--- src/sv/nus_pkg.sv ---
// Package for the nearest unused shift selector: widths, codes, state and command types.
`default_nettype none
package nus_pkg;

  localparam int MAX_CANDIDATES_DEF = 64;
  localparam int VALUE_WIDTH        = 32;
  localparam int CFG_W              = 7;
  localparam int IDX_W              = 6;
  localparam int STAT_W             = 2;

  localparam int IN_DATA_W  = 136;
  localparam int OUT_DATA_W = 8;

  localparam int OFS_IDX  = 0;
  localparam int OFS_VAL  = 6;
  localparam int OFS_STAT = 38;
  localparam int OFS_A    = 40;
  localparam int OFS_E    = 72;
  localparam int OFS_B    = 104;

  localparam logic REQ_LOAD  = 1'b0;
  localparam logic REQ_QUERY = 1'b1;

  localparam logic [STAT_W-1:0] ST_UNUSED    = 2'd0;
  localparam logic [STAT_W-1:0] ST_USED      = 2'd1;
  localparam logic [STAT_W-1:0] ST_EXHAUSTED = 2'd3;

  typedef enum logic [3:0] {
    S_IDLE, S_CHK0, S_MUL1, S_MUL2, S_SUM, S_SQRT, S_DIVI, S_DIV,
    S_SHIFT, S_SCAN1, S_SCAN2, S_FAIL, S_DONE
  } nus_state_t;

  typedef struct packed {
    logic load;
    logic capture;
    logic mul_ee;
    logic mul_mm;
    logic sum;
    logic sqrt_step;
    logic div_init;
    logic div_step;
    logic shift;
    logic scan_start;
    logic scan1;
    logic scan2;
    logic mark0;
    logic emit;
    logic emit_found;
  } nus_cmd_t;

  typedef struct packed {
    logic is_query;
    logic exhausted0;
    logic d_zero;
    logic step_last;
    logic scan_done;
    logic have;
    logic out_full;
  } nus_sts_t;

endpackage
`default_nettype wire

--- src/sv/nus_ctrl.sv ---
// Controller state machine sequencing loads, shift computation and table scans.
`default_nettype none
module nus_ctrl (
  input  wire                clk,
  input  wire                rst_n,
  input  wire                in_tvalid,
  output logic               in_tready,
  input  wire                out_tready,
  input  nus_pkg::nus_sts_t  sts,
  output nus_pkg::nus_cmd_t  cmd
);
  import nus_pkg::*;

  nus_state_t state_r, state_nxt;
  logic       found_r, found_nxt;
  logic       acc;

  assign acc = in_tvalid && in_tready;

  always_ff @(posedge clk) begin
    if (!rst_n) begin
      state_r <= S_IDLE;
      found_r <= 1'b0;
    end else begin
      state_r <= state_nxt;
      found_r <= found_nxt;
    end
  end

  always_comb begin
    state_nxt = state_r;
    found_nxt = found_r;
    unique case (state_r)
      S_IDLE:  if (acc && sts.is_query) state_nxt = S_CHK0;
      S_CHK0: begin
        found_nxt = 1'b0;
        if (sts.exhausted0) state_nxt = S_DONE;
        else if (sts.d_zero) state_nxt = S_SHIFT;
        else state_nxt = S_MUL1;
      end
      S_MUL1:  state_nxt = S_MUL2;
      S_MUL2:  state_nxt = S_SUM;
      S_SUM:   state_nxt = S_SQRT;
      S_SQRT:  if (sts.step_last) state_nxt = S_DIVI;
      S_DIVI:  state_nxt = S_DIV;
      S_DIV:   if (sts.step_last) state_nxt = S_SHIFT;
      S_SHIFT: state_nxt = S_SCAN1;
      S_SCAN1: if (sts.scan_done) state_nxt = sts.have ? S_SCAN2 : S_FAIL;
      S_SCAN2: begin
        if (sts.scan_done) begin
          found_nxt = 1'b1;
          state_nxt = S_DONE;
        end
      end
      S_FAIL:  state_nxt = S_DONE;
      S_DONE:  if (!sts.out_full || out_tready) state_nxt = S_IDLE;
      default: state_nxt = S_IDLE;
    endcase
  end

  always_comb begin
    cmd       = '0;
    in_tready = 1'b0;
    unique case (state_r)
      S_IDLE: begin
        in_tready   = 1'b1;
        cmd.load    = acc && !sts.is_query;
        cmd.capture = acc && sts.is_query;
      end
      S_CHK0:  ;
      S_MUL1:  cmd.mul_ee = 1'b1;
      S_MUL2:  cmd.mul_mm = 1'b1;
      S_SUM:   cmd.sum = 1'b1;
      S_SQRT:  cmd.sqrt_step = 1'b1;
      S_DIVI:  cmd.div_init = 1'b1;
      S_DIV:   cmd.div_step = 1'b1;
      S_SHIFT: begin
        cmd.shift      = 1'b1;
        cmd.scan_start = 1'b1;
      end
      S_SCAN1: begin
        cmd.scan1      = 1'b1;
        cmd.scan_start = sts.scan_done;
      end
      S_SCAN2: cmd.scan2 = 1'b1;
      S_FAIL:  cmd.mark0 = 1'b1;
      S_DONE: begin
        cmd.emit       = !sts.out_full || out_tready;
        cmd.emit_found = found_r;
      end
      default: ;
    endcase
  end

endmodule
`default_nettype wire

--- config.mk ---
export PLATFORM = sky130hd
export DESIGN_NAME = nus_ctrl
export DESIGN_NICKNAME = d
export VERILOG_FILES = /design/src/sv/nus_pkg.sv /design/src/sv/nus_ctrl.sv
export SDC_FILE = /design/constraint.sdc
export NUM_CORES = 1
export LEC_CHECK = 0
export ABC_AREA = 1
export BUFFER_PORTS_ARGS = -buffer_cell sky130_fd_sc_hd__buf_4
export CAP_MARGIN = 40
export CORE_AREA = 2 2 39 41
export CTS_CLUSTER_SIZE = 8
export DETAILED_ROUTE_END_ITERATION = 7
export DIE_AREA = 0 0 41 43
export GPL_ROUTABILITY_DRIVEN = 0
export PLACE_DENSITY = 0.69
export RECOVER_POWER = 25
export SYNTH_ARGS = -nofsm -noshare
export SYNTH_HDL_FRONTEND = slang
export SYNTH_SLANG_ARGS = --single-unit
export TNS_END_PERCENT = 100
--- constraint.sdc ---
create_clock -name clk -period 1.42 [get_ports clk]
set_input_delay 0.213 -clock clk [delete_from_list [all_inputs] [get_ports clk]]
set_output_delay 0.213 -clock clk [all_outputs]
set_load 0.05 [all_outputs]
After elaboration in Yosys (flattened, before gate mapping)
Cells that the tools add are included.
Storage, ports and cells
  word-level logic and storage cells: 56
  flip-flop bits (word level): 5
Operators by class
  equal/unequal tests: 18
  reduce and logical (&&, ||, !) cells: 10
  muxes and demuxes: 26
Operator list (number)
  4-bit one-hot mux with 13 select lines: 1
  4-bit two-way mux: 8
  4-bit == test, second input constant: 5
  4-bit by 3-bit == test with 1-bit output, second input constant: 4
  1-bit two-way mux: 13
  2-bit inequality test, second input constant: 6
  4-bit by 2-bit == test with 1-bit output, second input constant: 2
  6-bit AND reduction: 1
  4-bit by 1-bit == test with 1-bit output, second input constant: 1
  4-bit zero test: 1
  2-bit two-way mux: 2
  1-bit one-hot mux with 2 select lines: 2
  1-bit logical AND: 3
  1-bit zero test: 2
  2-bit AND reduction: 1
  2-bit nonzero test: 1
  1-bit logical OR: 1

Longest topological paths before layout
Gate-level depths: netlist (run 1).
  depth in word-level cells: 6
  mapped depth: 10

Worst setup path before layout (run 1)
Ideal clock, no wire load.
  path type: flip-flop to output port
  start point: register state_r[2]
  end point: output port cmd[13] (netlist bit)
  path buffers: 0
  arrival: 1.830 ns
  setup slack: -0.623 ns
  cell stages (with the launch flop): 6
  required time: 1.207 ns
  path through: dfxtp_1 -> nor2_2 -> inv_2 -> nor2_2 -> nand2_1 -> nor2_1
RTL lines
  from (decl): line nus_ctrl.sv:14  | nus_state_t state_r, state_nxt;
  from (signal assigned): line nus_ctrl.sv:25  | state_r <= state_nxt;
  to (decl): line nus_ctrl.sv:10  | output nus_pkg::nus_cmd_t cmd

==> flow_metrics.py, run 1 <==
metrics = {
    "run_status": {
        "violations": "negative setup slack",
        "status": "finished, violations left",
    },
    "yosys": {
        "synth_seq_cells": 5,
        "synthesis.area_um2": 503.0,
        "netlist_instances": 95,
        "synth_fa_ha_area_share_pct": 0,
        "synth_warnings": 0,
        "syn_avg_cell_area_um2": 5.295,
        "synth_compound_area_share_pct": 7.463,
        "synth.distinct_cells": 17,
        "yosys.area_share.xor_xnor_pct": 0,
        "syn_nets": 106,
        "synth_top_family_by_area": "simple AND/OR/NAND/NOR gates",
        "seq_area_frac_synth_pct": 19.90,
        "synth_simple_gate_area_share_pct": 57.71,
        "synth_mux_area_share_pct": 0,
    },
    "clock_network": {
        "cts_tree": "done",
        "postCtsHoldBufs": 0,
        "cts_made_buffers": 3,
        "path_clk_slew_ns": 0.04,
        "cts-root-buf": "clkbuf_4",
        "clockBufferDepth": 2,
        "clock-sinks": 5,
        "ctsHtreeMaxLevel": 1,
        "clock_latency_ns": 0.24,
    },
    "final_layout": {
        "drive_gt1_share_pct": 51.85,
        "nFillCells": 121,
        "final_common_cell": "buf_4",
        "layout_common_cells": "buf_4, nand2_1, nor2_1, inv_1, buf_6",
        "final_area_um2": 964.7,
        "diodes": 0,
        "fin_nets": 147,
        "areaGrowthSynthToFinish_pct": 91.79,
    },
    "detailed_routing": {
        "wirelength_um": 1732,
        "avgRoutedWirePerCell_um": 11.47,
        "drc": 0,
        "drtIter0Drc": 6,
        "vias_per_cell": 4.735,
        "vias": 715,
        "drtPass1Iterations": 4,
        "drt.antenna.violating_nets": 0,
    },
    "timing": {
        "fin_worst_skew_ns": 0.005730,
        "fin_crit_sh_pct": 103.3,
        "clock.fmax_ghz": 0.6818,
        "grt_setup_unrepaired": "true",
        "drv_slew": 0,
        "min_period_ns": 1.467,
        "fin_setup_tns_ns": -0.07322,
        "layout_setup_ws_ns": -0.04679,
        "setup_viol": 4,
        "tightest_slew_ns": 0.2281,
        "hold_slack_ns": 0.2245,
        "max_slew_margin_pct": 84.73,
        "hold_viol": 0,
    },
    "grt": {
        "antenna_found_initial": 0,
        "grt_pass1_wl_um": 2504,
        "grt_pass1_vias": 632,
        "grt_max_degree": 9,
        "grt_overflow": 0,
        "groute.usage.overall_pct": 20.30,
    },
    "hold_path": {
        "min_path_type": "in2reg",
    },
    "floorplanning": {
        "rows": 14,
        "die_area_um2": 1763,
        "dieHeight_um": 43,
        "core_area_um2": 1384,
        "die-width_um": 41,
        "io_pins": 27,
        "initial_core_util_pct": 36.35,
    },
    "power": {
        "leakage_nw": 0.5186,
        "total_power_mw": 1.951,
        "ir_drop_mv": 1.061,
        "powerDensity_nw_per_um2": 2022,
    },
    "worst_setup_path": {
        "arrival_ns": 1.25,
        "endpoint_kind": "output port",
        "critPathMaxFanout": 4,
        "worstSetupPathType": "reg2out",
        "cp_data_required_time_ns": 1.21,
        "start_kind": "flop",
    },
    "placement": {
        "port_buffers": 26,
        "dpl_cell_area_um2": 759.5,
        "post-place-ws_ns": 0.1014,
        "dp_hpwl_um": 1153,
    },
    "job": {
        "maxCapViolCount": 0,
    },
}
-- worst max-delay path: stages, from the launching register on --
cell and delay (ns):
dfxtp_4 0.36, inv_4 0.08, buf_4 0.11, nand2_1 0.05, nor2_1 0.21, buf_6 0.20
-- synthesized netlist by cell type --
| cell type | n | share of area (%) |
|---|---|---|
| nor2_1 | 27 | 20 |
| nand2_1 | 25 | 19 |
| inv_1 | 13 | 9.7 |
| dfxtp_1 | 5 | 20 |
| inv_2 | 5 | 3.7 |
| nand2_2 | 5 | 6.2 |
| nand3_1 | 2 | 2.0 |
| nand4_1 | 2 | 2.5 |
| nor2_2 | 2 | 2.5 |
| o21ai_0 | 2 | 2.0 |
| a21boi_0 | 1 | 1.5 |
| a21oi_1 | 1 | 0.99 |
| buf_4 | 1 | 1.5 |
| nand3_4 | 1 | 3.5 |
| nor2_4 | 1 | 2.2 |
| o21ai_2 | 1 | 1.7 |
| o22ai_1 | 1 | 1.2 |
-- per-layer routing --
metal  wire [um]  global-route usage [%]  vias to the layer above
met4          16                   7.333                        0
met1         690                   24.19                      325
met2         926                   34.38                       24
met5           0                       0                        -
met3          98                   3.141                        2
li1            -                       -                      364
-- timing repair --
action | CTS | global route
gates resized for setup | 16 | 15
pin swaps | 7 | 1
setup endpoints to repair | 6 | 11
hold endpoints to repair | 0 | 0
buffers inserted | 9 | 2
-- logic make-up after synthesis --
logic type | Yosys count
AND/OR/NAND/NOR | 65
AO/OA/AOI/OAI | 6
buffers and inverters | 19
flip-flops | 5
-- flip-flops by register name (all words and copies together), names as in the netlist --
signal   count
found_r      1
state_r      4
-- stage by stage --
| stage | util, % | std cells |
|---|---|---|
| global placement | 54.88 | 136 |
| CTS | 65.46 | 149 |
| detailed placement | 54.88 | 136 |
| floorplan | - | 95 |
| global route | 69.71 | 151 |
| finish | 69.71 | 151 |
-- power breakdown --
group / switching, mW / internal [mW]
Sequential: 0.0890 / 0.208
Combinational: 0.895 / 0.600
Clock: 0.0526 / 0.106
-- area by class of cell --
cell class / instances / area [um2] / area share [%]
tap: 16 / 20.02 / 2.075
multi-input combinational: 71 / 394.1 / 40.86
clock buffer: 4 / 26.28 / 2.724
inverter: 18 / 75.07 / 7.782
sequential: 5 / 115.1 / 11.93
timing repair buffer: 37 / 334.1 / 34.63
-- worst paths after layout --
path                    from         end  slack (ns)  depth (start not counted)
setup reg to reg  state_r[3]  state_r[2]        0.13                         10
setup / recovery  state_r[0]     cmd[12]       -0.05                          5
hold / removal         rst_n  state_r[0]        0.22                          3
hold reg to reg      found_r     found_r        0.48                          2
No activity file was read; power rests on OpenSTA's default activity.
==> inputs of run 2 (changes only) <==
==> constraint.sdc (replaced) <==
create_clock -name clk -period 1.42 [get_ports clk]
set_input_delay 0.213 -clock clk [delete_from_list [all_inputs] [get_ports clk]]
set_output_delay 0.213 -clock clk [all_outputs]
set_load 0.005 [all_outputs]
==> flow_metrics.py, run 2 (synthesis results as in run 1) <==
metrics = {
    "final_layout": {
        "final_cell_count_no_fill": 146,
        "layout_common_cells": "buf_4, nor2_1, nand2_1, inv_1",
        "final_common_cell": "buf_4",
        "diodes": 0,
        "nFillCells": 145,
        "areaGrowthSynthToFinish_pct": 64.18,
        "largest_reg_flops": 4,
        "drive_gt1_share_pct": 44.62,
        "utilization_pct": 59.67,
        "regMostFlops": "state_r",
        "fin_nets": 142,
        "top_regs": "state_r (4), found_r (1)",
    },
    "power": {
        "powerDensity_nw_per_um2": 1681,
        "total_power_mw": 1.388,
        "leakage_nw": 0.4658,
        "ir_drop_mv": 0.8250,
    },
    "detailed_routing": {
        "drt.antenna.violating_nets": 0,
        "vias": 693,
        "wirelength_um": 1542,
        "drtIter0Drc": 16,
        "drtPass1Iterations": 4,
        "vias_per_cell": 4.747,
        "drc": 0,
        "avgRoutedWirePerCell_um": 10.56,
    },
    "run_status": {
        "status": "finished, violations left",
        "violations": "negative setup slack",
    },
    "timing": {
        "clock.fmax_ghz": 0.7001,
        "max_slew_margin_pct": 86.27,
        "layout_setup_ws_ns": -0.008431,
        "min_period_ns": 1.428,
        "grt_setup_unrepaired": "true",
        "setup_viol": 1,
        "fin_crit_sh_pct": 100.6,
        "hold_slack_ns": 0.2224,
        "drv_slew": 0,
        "fin_worst_skew_ns": 0.004583,
        "hold_viol": 0,
        "tightest_slew_ns": 0.2052,
    },
    "placement": {
        "dp_cells": 136,
        "dp_hpwl_um": 1115,
        "port_buffers": 26,
    },
    "clock_network": {
        "clock_latency_ns": 0.24,
        "cts_made_buffers": 3,
        "postCtsHoldBufs": 0,
        "ctsHtreeMaxLevel": 1,
        "cts-root-buf": "clkbuf_4",
        "path_clk_slew_ns": 0.04,
        "clock-sinks": 5,
        "cts_tree": "done",
        "clockBufferDepth": 2,
    },
    "worst_setup_path": {
        "reg2reg_depth": 8,
        "critPathTopFamily": "simple AND/OR/NAND/NOR gates",
        "crit_end": "cmd[13]",
        "cp-startpoint": "state_r[0]",
        "reg2reg_slack_ns": 0.09,
        "r2r-end": "state_r[3]",
        "arrival_ns": 1.22,
        "crit_slowest_cell": "dfxtp_4",
        "cp_data_required_time_ns": 1.21,
        "cp_num_cells": 6,
        "timing.rr.start": "state_r[3]",
        "start_kind": "flop",
        "cp_num_buf_inv": 2,
        "worstSetupPathType": "reg2out",
        "worstPathCellList": "inv_2 -> nand2_4 -> nor2_4 -> nand2_2 -> nor2_2 -> buf_4",
        "max_stage_delay_ns": 0.36,
        "endpoint_kind": "output port",
        "critPathMaxFanout": 6,
    },
    "grt": {
        "groute.usage.overall_pct": 17.97,
        "grt_pass1_wl_um": 2180,
        "use_met1_pct": 22.83,
        "use_met2_pct": 27.19,
        "grt_pass1_vias": 590,
        "use_met3_pct": 4.712,
        "grt.busiest_layer": "met2",
        "grt_overflow": 0,
        "antenna_found_initial": 0,
        "grt_max_degree": 9,
    },
    "floorplanning": {
        "core_area_um2": 1384,
        "die-width_um": 41,
        "io_pins": 27,
        "initial_core_util_pct": 36.35,
        "dieHeight_um": 43,
        "die_area_um2": 1763,
        "rows": 14,
    },
    "job": {
        "maxCapViolCount": 0,
    },
    "hold_path": {
        "min_path_type": "in2reg",
    },
}
-- run 2: cell type report --
type	count	area [um2]	area share, %
clock buffer	4	26.28	3.182
inverter	18	67.56	8.182
multi-input combinational	71	356.6	43.18
sequential	5	115.1	13.94
tap	16	20.02	2.424
timing repair buffer	32	240.2	29.09
-- run 2: metrics by stage --
stage / worst slack (ns) / TNS [ns] / instance area, um2
after floorplan: 0.2931 / 0 / 503.0
after global placement: 0.1686 / 0 / 710.7
after detailed placement: 0.1471 / 0 / 710.7
after CTS: -0.0001495 / -0.0001495 / 762.0
after global routing: -0.06808 / -0.1482 / 825.8
final: -0.008431 / -0.008431 / 825.8
-- run 2: worst min-delay path, cell delays in order --
cell     delay, ns
buf_4         0.13
nand2_1       0.06
nor2_1        0.03
-- run 2: layer usage --
layer | vias to the layer above | part of all wire (%)
li1 | 355 | -
met1 | 311 | 41
met2 | 25 | 53
met3 | 2 | 5.8
met4 | 0 | 0.71
met5 | - | 0
-- run 2: power breakdown --
part | internal (mW) | switching, mW
clock | 0.106 | 0.0557
sequential | 0.208 | 0.0803
combinational | 0.432 | 0.507
total | 0.745 | 0.643
-- run 2: worst min-delay path by stage --
| stage | from | endpoint | slack [ns] | depth (start not counted) |
|---|---|---|---|---|
| detailed placement | rst_n | state_r[0] | 0.48 | 3 |
| global route | rst_n | state_r[2] | 0.22 | 3 |
| floorplan | rst_n | state_r[2] | 0.33 | 2 |
| finish | rst_n | state_r[0] | 0.22 | 3 |
| global placement | rst_n | state_r[0] | 0.47 | 3 |
| CTS | rst_n | state_r[0] | 0.22 | 3 |
-- run 2: timing repair --
action,in CTS,in global routing
buffers inserted,2,4
pin swaps,0,5
resized for setup,5,11
setup endpoints to repair,3,4
